## src/rtl/dce_pkg.sv

```systemverilog
// Package: shared types, constants and configuration indexes of the compressor/expander.
`default_nettype none
package dce_pkg;
	localparam int SAMPLE_BITS_DEF = 16;
	localparam int NOISE_GAIN_DEF = 16384;
	localparam int GAIN_W = 24;
	localparam int THR_W = 15;
	localparam int COEF_W = 16;
	localparam int CFG_DW = 24;
	localparam int CFG_AW = 3;
	localparam logic [GAIN_W-1:0] UNITY_GAIN = 24'd65536;

	localparam logic [CFG_AW-1:0] REG_CMP_THR = 3'd0;
	localparam logic [CFG_AW-1:0] REG_EXP_THR = 3'd1;
	localparam logic [CFG_AW-1:0] REG_NOISE_THR = 3'd2;
	localparam logic [CFG_AW-1:0] REG_FLOOR = 3'd3;
	localparam logic [CFG_AW-1:0] REG_CEIL = 3'd4;
	localparam logic [CFG_AW-1:0] REG_CMP_ATK = 3'd5;
	localparam logic [CFG_AW-1:0] REG_EXP_ATK = 3'd6;
	localparam logic [CFG_AW-1:0] REG_REL = 3'd7;

	typedef enum logic [1:0] {
		RGN_COMP = 2'd0,
		RGN_EXP = 2'd1,
		RGN_NOISE = 2'd2,
		RGN_OTHER = 2'd3
	} region_t;

	// Controller commands to the datapath.
	typedef struct packed {
		logic load;      // capture input word, start first multiply
		logic classify;  // level known: pick region, start divider if needed
		logic div_step;  // one quotient bit
		logic target;    // form gain target
		logic err_mul;   // multiply gain error by coefficient
		logic gain_upd;  // commit new gain
		logic out_mul;   // rescale sample with chosen gain
		logic finish;    // saturate and load output register
	} dce_cmd_t;

	typedef struct packed {
		logic needs_div;
		logic div_last;
	} dce_sts_t;
endpackage
`default_nettype wire

```

## src/rtl/dynamic_compressor_expander_top.sv

```systemverilog
// Sequence: load, level, then for compress/expand a 31-step divider and the gain target, then
// error multiply, gain update, output multiply, and output once the output register is free.
// The input is taken again once the result sits in the output register.
// Reset: asynchronous, active low; gain returns to unity, registers to defaults.
// No clearing pass is needed after reset.
`default_nettype none
module dynamic_compressor_expander_top #(
	parameter int SAMPLE_BITS = dce_pkg::SAMPLE_BITS_DEF,
	parameter int NOISE_GAIN_Q16 = dce_pkg::NOISE_GAIN_DEF
) (
	input  wire logic                        clk,
	input  wire logic                        arst_n,
	input  wire logic                        s_tvalid,
	output logic                             s_tready,
	input  wire logic [15:0]                 s_tdata,  // sample_in
	input  wire logic                        s_tlast,  // block_end
	output logic                             m_tvalid,
	input  wire logic                        m_tready,
	output logic [47:0]                      m_tdata,  // sample_out[15:0], gain_out[39:16]
	output logic                             m_tlast,  // block_end_out
	input  wire logic                        cfg_we,
	input  wire logic [dce_pkg::CFG_AW-1:0]  cfg_addr,
	input  wire logic [dce_pkg::CFG_DW-1:0]  cfg_wdata
);
	import dce_pkg::*;

	dce_cmd_t cmd;
	dce_sts_t sts;
	logic busy, last_q, out_free;
	logic [THR_W-1:0] cmp_thr_q, exp_thr_q, noise_thr_q;
	logic [16:0] floor_q;
	logic [GAIN_W-1:0] ceil_q, gain_o;
	logic [COEF_W-1:0] cmp_atk_q, exp_atk_q, rel_q;
	logic signed [SAMPLE_BITS-1:0] y_o;

	always_ff @(posedge clk or negedge arst_n) begin
		if (!arst_n) begin
			cmp_thr_q <= 15'd24576;
			exp_thr_q <= 15'd8192;
			noise_thr_q <= 15'd256;
			floor_q <= 17'd16384;
			ceil_q <= 24'd262144;
			cmp_atk_q <= 16'd6554;
			exp_atk_q <= 16'd655;
			rel_q <= 16'd66;
		end else if (cfg_we) begin
			case (cfg_addr)
				REG_CMP_THR: cmp_thr_q <= cfg_wdata[THR_W-1:0];
				REG_EXP_THR: exp_thr_q <= cfg_wdata[THR_W-1:0];
				REG_NOISE_THR: noise_thr_q <= cfg_wdata[THR_W-1:0];
				REG_FLOOR: floor_q <= cfg_wdata[16:0];
				REG_CEIL: ceil_q <= cfg_wdata;
				REG_CMP_ATK: cmp_atk_q <= cfg_wdata[COEF_W-1:0];
				REG_EXP_ATK: exp_atk_q <= cfg_wdata[COEF_W-1:0];
				REG_REL: rel_q <= cfg_wdata[COEF_W-1:0];
				default: ;
			endcase
		end
	end

	assign s_tready = !busy;
	assign out_free = !m_tvalid || m_tready;

	always_ff @(posedge clk or negedge arst_n) begin
		if (!arst_n) begin
			m_tvalid <= 1'b0;
		end else if (cmd.finish) begin
			m_tvalid <= 1'b1;
		end else if (m_tready) begin
			m_tvalid <= 1'b0;
		end
	end

	always_ff @(posedge clk) begin
		if (cmd.load) begin
			last_q <= s_tlast;
		end
		if (cmd.finish) begin
			m_tlast <= last_q;
		end
	end

	dce_ctrl u_ctrl (
		.clk(clk), .arst_n(arst_n), .start(s_tvalid), .out_free(out_free),
		.sts(sts), .cmd(cmd), .busy(busy)
	);

	dce_datapath #(.SAMPLE_BITS(SAMPLE_BITS), .NOISE_GAIN_Q16(NOISE_GAIN_Q16)) u_dp (
		.clk(clk), .arst_n(arst_n), .cmd(cmd), .sts(sts),
		.x_in(SAMPLE_BITS'(s_tdata)),
		.cmp_thr(cmp_thr_q), .exp_thr(exp_thr_q), .noise_thr(noise_thr_q),
		.floor_gain(floor_q), .ceil_gain(ceil_q),
		.cmp_atk(cmp_atk_q), .exp_atk(exp_atk_q), .rel_coef(rel_q),
		.y_out(y_o), .gain_out(gain_o)
	);

	assign m_tdata = {8'd0, gain_o, 16'(y_o)};
endmodule
`default_nettype wire

```

## src/rtl/dce_ctrl.sv

```systemverilog
// Controller: sequences load, level, divide, gain update and output steps.
`default_nettype none
module dce_ctrl (
	input  wire logic              clk,
	input  wire logic              arst_n,
	input  wire logic              start,
	input  wire logic              out_free,
	input  wire dce_pkg::dce_sts_t sts,
	output dce_pkg::dce_cmd_t      cmd,
	output logic                   busy
);
	import dce_pkg::*;

	typedef enum logic [7:0] {
		ST_IDLE   = 8'b0000_0001,
		ST_LEVEL  = 8'b0000_0010,
		ST_DIV    = 8'b0000_0100,
		ST_TARGET = 8'b0000_1000,
		ST_ERR    = 8'b0001_0000,
		ST_GAIN   = 8'b0010_0000,
		ST_OUT    = 8'b0100_0000,
		ST_DONE   = 8'b1000_0000
	} state_t;

	state_t state_q, state_d;

	always_ff @(posedge clk or negedge arst_n) begin
		if (!arst_n) begin
			state_q <= ST_IDLE;
		end else begin
			state_q <= state_d;
		end
	end

	always_comb begin
		state_d = state_q;
		cmd = '0;
		busy = 1'b1;
		case (state_q)
			ST_IDLE: begin
				busy = 1'b0;
				if (start) begin
					cmd.load = 1'b1;
					state_d = ST_LEVEL;
				end
			end
			ST_LEVEL: begin
				cmd.classify = 1'b1;
				state_d = sts.needs_div ? ST_DIV : ST_ERR;
			end
			ST_DIV: begin
				cmd.div_step = 1'b1;
				if (sts.div_last) begin
					state_d = ST_TARGET;
				end
			end
			ST_TARGET: begin
				cmd.target = 1'b1;
				state_d = ST_ERR;
			end
			ST_ERR: begin
				cmd.err_mul = 1'b1;
				state_d = ST_GAIN;
			end
			ST_GAIN: begin
				cmd.gain_upd = 1'b1;
				state_d = ST_OUT;
			end
			ST_OUT: begin
				cmd.out_mul = 1'b1;
				state_d = ST_DONE;
			end
			ST_DONE: begin
				if (out_free) begin
					cmd.finish = 1'b1;
					state_d = ST_IDLE;
				end
			end
			default: state_d = ST_IDLE;
		endcase
	end
endmodule
`default_nettype wire

```

## src/rtl/dce_datapath.sv

```systemverilog
// Datapath: gain register, shared multiplier, serial divider and saturation.
`default_nettype none
module dce_datapath #(
	parameter int SAMPLE_BITS = dce_pkg::SAMPLE_BITS_DEF,
	parameter int NOISE_GAIN_Q16 = dce_pkg::NOISE_GAIN_DEF
) (
	input  wire logic                         clk,
	input  wire logic                         arst_n,
	input  wire dce_pkg::dce_cmd_t            cmd,
	output dce_pkg::dce_sts_t                 sts,
	input  wire logic signed [SAMPLE_BITS-1:0] x_in,
	input  wire logic [dce_pkg::THR_W-1:0]    cmp_thr,
	input  wire logic [dce_pkg::THR_W-1:0]    exp_thr,
	input  wire logic [dce_pkg::THR_W-1:0]    noise_thr,
	input  wire logic [16:0]                  floor_gain,
	input  wire logic [dce_pkg::GAIN_W-1:0]   ceil_gain,
	input  wire logic [dce_pkg::COEF_W-1:0]   cmp_atk,
	input  wire logic [dce_pkg::COEF_W-1:0]   exp_atk,
	input  wire logic [dce_pkg::COEF_W-1:0]   rel_coef,
	output logic signed [SAMPLE_BITS-1:0]     y_out,
	output logic [dce_pkg::GAIN_W-1:0]        gain_out
);
	import dce_pkg::*;

	localparam int MW = SAMPLE_BITS + GAIN_W;    // |x|*gain product width
	localparam int AW = MW - 16;                 // scaled magnitude width
	localparam int NUMW = THR_W + 16;            // divider numerator width
	localparam int CW = $clog2(NUMW + 1);
	localparam logic [AW-1:0] FS = AW'(1) << (SAMPLE_BITS - 1);
	localparam logic [GAIN_W-1:0] NG = GAIN_W'(NOISE_GAIN_Q16);

	logic               neg_q;
	logic [SAMPLE_BITS-1:0] mag_q;
	logic [GAIN_W-1:0]  gain_q, old_q;
	logic [AW-1:0]      lvl_q;
	region_t            rgn_q;
	logic [NUMW-1:0]    num_q, quo_q;
	logic [AW:0]        rem_q;
	logic [CW-1:0]      cnt_q;
	logic               eneg_q;
	logic [GAIN_W-1:0]  emag_q;
	logic [GAIN_W-1:0]  delta_q;
	logic [AW-1:0]      ymag_q;

	logic [MW-1:0]      prod;
	logic [SAMPLE_BITS-1:0] xmag;
	logic [AW-1:0]      lvl;
	logic [AW:0]        rtry;
	logic [GAIN_W-1:0]  qsat, tgt, mul_a, coef;
	logic [GAIN_W+COEF_W-1:0] eprod;
	logic signed [GAIN_W+1:0] gnew;
	logic [AW-1:0]      ysat;

	assign xmag = x_in[SAMPLE_BITS-1] ? SAMPLE_BITS'(-x_in) : x_in;

	// The output multiply uses the noise gain, the old gain for other levels,
	// or the freshly updated gain in the compress and expand regions.
	always_comb begin
		case (1'b1)
			cmd.load: mul_a = gain_q;
			default: mul_a = (rgn_q == RGN_NOISE) ? NG :
				((rgn_q == RGN_OTHER) ? old_q : gain_q);
		endcase
	end
	assign prod = MW'((cmd.load ? xmag : mag_q)) * MW'(mul_a);
	assign lvl = prod[MW-1:16];

	assign sts.needs_div = (lvl_q > AW'(cmp_thr)) ||
		((lvl_q < AW'(exp_thr)) && (lvl_q > AW'(noise_thr)));
	assign sts.div_last = (cnt_q == CW'(1));

	// Restoring division, one quotient bit per cycle, numerator MSB first.
	assign rtry = {rem_q[AW-1:0], num_q[NUMW-1]} - {1'b0, lvl_q};

	always_comb begin
		qsat = (|quo_q[NUMW-1:GAIN_W]) ? '1 : quo_q[GAIN_W-1:0];
		if (rgn_q == RGN_COMP) begin
			tgt = (qsat < GAIN_W'(floor_gain)) ? GAIN_W'(floor_gain) : qsat;
		end else begin
			tgt = (qsat > ceil_gain) ? ceil_gain : qsat;
		end
	end

	always_comb begin
		case (rgn_q)
			RGN_COMP: coef = GAIN_W'(cmp_atk);
			RGN_EXP: coef = GAIN_W'(exp_atk);
			default: coef = GAIN_W'(rel_coef);
		endcase
	end
	assign eprod = emag_q[GAIN_W-1:0] * coef[COEF_W-1:0];

	always_comb begin
		if (eneg_q) begin
			gnew = $signed({2'b00, old_q}) - $signed({2'b00, delta_q});
		end else begin
			gnew = $signed({2'b00, old_q}) + $signed({2'b00, delta_q});
		end
	end

	always_comb begin
		if (rgn_q == RGN_COMP) begin
			ysat = (ymag_q >= FS) ? FS - AW'(1) : ymag_q;
		end else if (!neg_q && ymag_q >= FS) begin
			ysat = FS - AW'(1);
		end else if (neg_q && ymag_q > FS) begin
			ysat = FS;
		end else begin
			ysat = ymag_q;
		end
	end

	always_ff @(posedge clk or negedge arst_n) begin
		if (!arst_n) begin
			gain_q <= UNITY_GAIN;
		end else if (cmd.gain_upd) begin
			if (gnew < 0) begin
				gain_q <= '0;
			end else if (gnew > $signed({2'b00, {GAIN_W{1'b1}}})) begin
				gain_q <= '1;
			end else begin
				gain_q <= gnew[GAIN_W-1:0];
			end
		end
	end

	always_ff @(posedge clk) begin
		if (cmd.load) begin
			neg_q <= x_in[SAMPLE_BITS-1];
			mag_q <= xmag;
			old_q <= gain_q;
			lvl_q <= lvl;
		end
		if (cmd.classify) begin
			if (lvl_q > AW'(cmp_thr)) begin
				rgn_q <= RGN_COMP;
				num_q <= {exp_thr, 16'd0};
			end else if ((lvl_q < AW'(exp_thr)) && (lvl_q > AW'(noise_thr))) begin
				rgn_q <= RGN_EXP;
				num_q <= {cmp_thr, 16'd0};
			end else begin
				rgn_q <= (lvl_q < AW'(noise_thr)) ? RGN_NOISE : RGN_OTHER;
				eneg_q <= (gain_q > UNITY_GAIN);
				emag_q <= (gain_q > UNITY_GAIN) ? gain_q - UNITY_GAIN : UNITY_GAIN - gain_q;
			end
			rem_q <= '0;
			quo_q <= '0;
			cnt_q <= CW'(NUMW);
		end
		if (cmd.div_step) begin
			if (!rtry[AW]) begin
				rem_q <= rtry;
				quo_q <= {quo_q[NUMW-2:0], 1'b1};
			end else begin
				rem_q <= {rem_q[AW-1:0], num_q[NUMW-1]};
				quo_q <= {quo_q[NUMW-2:0], 1'b0};
			end
			num_q <= {num_q[NUMW-2:0], 1'b0};
			cnt_q <= cnt_q - CW'(1);
		end
		if (cmd.target) begin
			eneg_q <= (old_q > tgt);
			emag_q <= (old_q > tgt) ? old_q - tgt : tgt - old_q;
		end
		if (cmd.err_mul) begin
			delta_q <= GAIN_W'(eprod >> 16);
		end
		if (cmd.out_mul) begin
			ymag_q <= lvl;
		end
		if (cmd.finish) begin
			y_out <= neg_q ? SAMPLE_BITS'(-ysat) : SAMPLE_BITS'(ysat);
			gain_out <= gain_q;
		end
	end
endmodule
`default_nettype wire

```

## config.mk

```make
export PLATFORM = sky130hd
export DESIGN_NAME = dynamic_compressor_expander_top
export DESIGN_NICKNAME = d
export VERILOG_FILES = /design/src/rtl/dce_pkg.sv /design/src/rtl/dynamic_compressor_expander_top.sv /design/src/rtl/dce_ctrl.sv /design/src/rtl/dce_datapath.sv
export SDC_FILE = /design/constraint.sdc
export NUM_CORES = 2
export LEC_CHECK = 0
export BUFFER_PORTS_ARGS = -buffer_cell sky130_fd_sc_hd__clkbuf_2
export CAP_MARGIN = 30
export CORE_MARGIN = 4
export CORE_UTILIZATION = 45
export CTS_BUF_LIST = sky130_fd_sc_hd__clkbuf_8
export DETAILED_ROUTE_END_ITERATION = 10
export SYNTH_ARGS = -nofsm -noshare
export SYNTH_HDL_FRONTEND = slang
export SYNTH_SLANG_ARGS = --single-unit
```

## constraint.sdc

```tcl
create_clock -name clk -period 19.8 [get_ports clk]
set_clock_uncertainty 0.2 [all_clocks]
set_input_delay 3.96 -clock clk [delete_from_list [all_inputs] [get_ports clk]]
set_output_delay 3.96 -clock clk [all_outputs]
set_load 0.01 [all_outputs]
```

### Yosys cells after proc, flatten, opt, wreduce, memory -nomap -nowiden

Cells that the tools add are included.

* register bits: 440
* input bits: 49
* output and inout bits: 51
* logic and storage cells: 165

* add/sub/neg operators: 10
* $mul: 2
* $lt $le $gt $ge: 12
* eq/ne operators: 24
* multiplexer cells: 59
* reduce and logical (&&, ||, !) cells: 28

Operators with widths (count)
* 24-bit two-way mux: 18
* 31-bit two-way mux: 6
* 16-bit two-way mux: 7
* 8-bit case mux with 8 select lines: 1
* 24-bit by 15-bit > comparator with 1-bit output: 2
* 24-bit > comparator: 2
* 24-bit by 15-bit < comparator with 1-bit output: 2
* 24-bit subtractor: 2
* 24-bit by 16-bit multiplier with 40-bit output: 1
* 40-bit by 24-bit multiplier with 40-bit output: 1
* 16-bit negation: 2
* 16-bit case mux with 2 select lines: 1
* 26-bit by 25-bit > comparator with 1-bit output (second input constant): 1
* 26-bit by 1-bit < comparator with 1-bit output (second input constant): 1
* 26-bit two-way mux: 1
* 24-bit by 24-bit adder with 25-bit output: 1
* 24-bit by 24-bit subtractor with 25-bit output: 1
* 25-bit by 24-bit subtractor with 25-bit output: 1
* 24-bit by 16-bit greater-or-equal comparator with 1-bit output (second input constant): 1
* 24-bit by 16-bit > comparator with 1-bit output (second input constant): 1
* 24-bit by 17-bit > comparator with 1-bit output (second input constant): 1
* 24-bit by 17-bit < comparator with 1-bit output: 1
* 8-bit two-way mux: 3
* 17-bit by 24-bit subtractor with 24-bit output (first input constant): 1
* 30 further kinds: 76

### Longest topological paths before layout

* word-level depth: 8
* gate-level depth with buffers: 33
* gate-level depth less buffers: 31

### By module

From an unflattened synthesis, not the netlist that was laid out.

* cell total of the unflattened synthesis: 5373
* area total of the unflattened synthesis: 50825.0 µm²

Modules (own cells, without submodules)
* dce_datapath: instances 1, cells each 5015, area each 44791.7 µm², seq. area each 8259.2 µm²
* dynamic_compressor_expander_top: instances 1, cells each 307, area each 5522.8 µm², seq. area each 3464.6 µm²
* dce_ctrl: instances 1, cells each 51, area each 510.5 µm², seq. area each 201.4 µm²

### Worst setup path before layout

OpenSTA, ideal clock, no wires.

* path kind: input to register
* start: in s_tvalid
* end: reg u_dp.lvl_q[22] (data pin)
* setup time: 0.262 ns
* data arrival time: 12.651 ns
* data required time: 19.338 ns
* slack: 6.687 ns
* stages: 28
* buffers on the path: 2
* cells stage by stage: nand2_1 > inv_1 > buf_1 > mux2_2 > clkbuf_1 > nand2_1 > fa_1 > inv_1 > fa_1 > inv_1 > fa_1 > inv_1 > fa_1 > fa_1 > inv_1 > fa_1 > inv_1 > ha_1 > and2_1 > and3_1 > a221oi_1 > o211ai_1 > a41oi_2 > o21ai_1 > a211o_1 > a21bo_1 > a21oi_1 > xnor2_1

RTL lines
* start, declared: RTL line dynamic_compressor_expander_top.sv:13 `input wire logic s_tvalid,`
* end signal, assigned: RTL line dce_datapath.sv:132 `lvl_q <= lvl;`
* end, declared: RTL line dce_datapath.sv:35 `logic [AW-1:0] lvl_q;`

### Final worst setup path

* start: in s_tvalid
* end: reg u_dp.lvl_q[22] (data pin)

* cells in the longest elaborated chain, start to end: 4
* elaborated cells on any way between the ends: 5
* those cells by class: 1 x mul; 4 x mux

Ends and longest elaborated chain
* 1-bit two-way mux *: RTL line dce_ctrl.sv:42 `if (start) begin`
* 1-bit two-way mux *: RTL line dce_ctrl.sv:39 `case (state_q)`
* 16-bit two-way mux / 24-bit two-way mux (equally long branches): RTL line dce_datapath.sv:65, dce_datapath.sv:59
* 40-bit by 24-bit multiplier with 40-bit output *: RTL line dce_datapath.sv:65 `assign prod = MW'((cmd.load ? xmag : mag_q)) * MW'(mul_a);`
* named net u_dp.prod[38]: RTL line dce_datapath.sv:45 `logic [MW-1:0] prod;`

The timed path passes the listed nets; every way through them passes the cells marked *.
A chain may end at the register's enable or synchronous reset.

==> results.sh <==
export IMPL_status="finished clean"
export IMPL_clock_sinks=424
export IMPL_worstPathArrival_ns=12.18
export IMPL_drive_gt1_share_pct=8.40
export IMPL_cts_resized=0
export IMPL_setup_violations=0
export IMPL_cts_tree="done"
export IMPL_post_cts_buffers=0
export IMPL_cts_buffers=77
export IMPL_finalCritPeriodShare_pct=60.2
export IMPL_final_cell_mix="inv_1 (957), nand2_1 (793), fa_1 (615)"
export IMPL_ff2ff_setup_slack_ns=9.51
export IMPL_antenna_found_initial=3
export IMPL_cpMostUsedCell="fa_1"
export IMPL_final_common_cell="inv_1"
export IMPL_largest_reg_flops=31
export IMPL_gp_congestion=0.923
export IMPL_clk_pin_slew_worst_paths_ns=0.07
export IMPL_die_w_um=341
export IMPL_drt_iter0_markers=2629
export IMPL_wl_per_cell_um=20.4
export IMPL_max_cap_viol_count=0
export IMPL_dr_pass1_iters=6
export IMPL_final_hold_viol_count=0
export IMPL_top_register="u_dp.quo_q"
export IMPL_ys_warn_count=0
export IMPL_cts_buffer_depth=3
export IMPL_cpPeakStageDelay_ns=0.75
export IMPL_holdBufCountCts=0
export IMPL_grt_max_degree=68
export IMPL_path_max_fanout=56
export IMPL_coreArea_um2=111000
export IMPL_ys_seq_area_share_pct=23.9
export IMPL_syn_avg_cell_area_um2=9.21
export IMPL_synth_async_sr_flop_share_pct=39.4
export IMPL_period_needed_ns=11.92
export IMPL_cp_top_family="adder cells"
export IMPL_ios=100
export IMPL_fill_cells=10600
export IMPL_start_util_pct=45.2
export IMPL_via_count=37800
export IMPL_min_path_type="flop to flop"
export IMPL_wirelength_um=143000
export IMPL_critPathKind="input pin to flop"
export IMPL_antenna_left=0
export IMPL_cp_end_kind="flop"
export IMPL_tightest_slew_ns=1.09
export IMPL_slew_violations=0
export IMPL_synth_edff_count=257
export IMPL_die_area_um2=116000
export IMPL_synthFlopType="edfxtp_1"
export IMPL_start_kind="input pin"
export IMPL_clkLatencyLatePin_ns=0.72
export IMPL_area_delta_synth_final_pct=7.40
export IMPL_grt_pass1_vias=38600
export IMPL_dpl_hpwl_um=111000
export IMPL_critPathRequiredTime_ns=20.05
export IMPL_postSynthRegisterBits=424
export IMPL_fin_util_pct=48.6
export IMPL_grt_first_pass_wirelength_um=226000
export IMPL_drc=0
export IMPL_ctsHtreeMaxLevel=3
export IMPL_grt_overflow=0
export IMPL_max_freq_mhz=83.9
export IMPL_die_h_um=341
export IMPL_avgViaCountPerCell=5.40
export IMPL_slew_headroom_pct=27.6
export IMPL_rsz0062_at_grt="no"
export IMPL_nets=6544
export IMPL_crit_path_top_delay_cell="nand2_1"
export IMPL_grt_usage_pct=24.9
export IMPL_synth_distinct_cells=82
export IMPL_synth_cells=5429
export IMPL_setup_tns_ns=0
export IMPL_syn_area_um2=50000
export IMPL_cts_root_buf="clkbuf_8"
export IMPL_port_buffer_count=91
export IMPL_rows=122
export IMPL_crit_buf_inv=8
==> stage by stage <==
step | setup slack (ns) | hold slack (ns) | cells | area [um^2]
CTS | 7.97 | 0.231 | 7000 | 53700
global placement | 7.10 | 0.201 | 6855 | 52100
detailed placement | 7.20 | 0.230 | 6860 | 52200
floorplan | 6.69 | 0.200 | 5436 | 50000
global route | 7.42 | 0.243 | 7003 | 53700
finish | 7.88 | 0.235 | 7004 | 53700
==> synth_stat cells, drive strengths merged, types with 50 or more instances <==
library cell	n	area share, %
a21o	92	1.4
edfxtp	257	15
nand2	793	6.0
nor2b	99	1.2
mux2i	102	2.0
fa	615	25
mux2	93	2.1
dfrtp	144	7.2
xnor2	104	1.8
and2	148	1.9
inv	929	7.0
nor2	300	2.3
o21ai	247	2.5
a21oi	229	2.3
nor3	50	0.51
ha	429	11
clkbuf	201	1.5
==> kinds of logic (layout without fill, tap and decap cells) <==
group	after synthesis	after routing	share of synthesized area [%]
buffers and inverters	1159	1235	8.78
AND/OR/NAND/NOR	1638	1638	15.0
flip-flops	424	424	23.9
XOR/XNOR	148	148	2.59
AO/OA/AOI/OAI	820	820	10.2
adder cells (fa/ha/maj)	1044	1044	35.4
other	1	12	0.00750
multiplexers	195	195	4.14
==> per-layer routing <==
layer / vias up / global-route usage [%] / routed length, um
met5: - / 0 / 0
met4: 0 / 6.58 / 3760
met3: 204 / 3.08 / 8060
met2: 1056 / 41.7 / 67900
met1: 19000 / 34.3 / 63300
li1: 17600 / - / -
==> path summary, 6_finish.rpt <==
| path | start | end | depth (start not counted) |
|---|---|---|---|
| min in group asynchronous | arst_n | exp_thr_q[12] | 1 |
| worst max register to register | u_ctrl.state_q[2] | u_dp.lvl_q[22] | 30 |
| max in group asynchronous | arst_n | u_dp.gain_q[9] | 2 |
| worst max-delay path | s_tvalid | u_dp.lvl_q[22] | 29 |
| worst min register to register | last_q | m_tlast | 0 |
| worst min-delay path | last_q | m_tlast | 0 |
==> cell type report <==
| class | count | area [um^2] | share of cell area [%] |
|---|---|---|---|
| multi-input combinational | 3853 | 33900 | 63.1 |
| sequential | 424 | 11900 | 22.2 |
| inverter | 929 | 3490 | 6.50 |
| tap | 1488 | 1860 | 3.47 |
| clock buffer | 82 | 1130 | 2.10 |
| timing repair buffer | 166 | 1080 | 2.00 |
| clock inverter | 58 | 344 | 0.641 |
| antenna | 4 | 10.0 | 0.0186 |
Power is not shown: default switching activity piles up to over one toggle a cycle in this logic, so the estimate is an artifact.
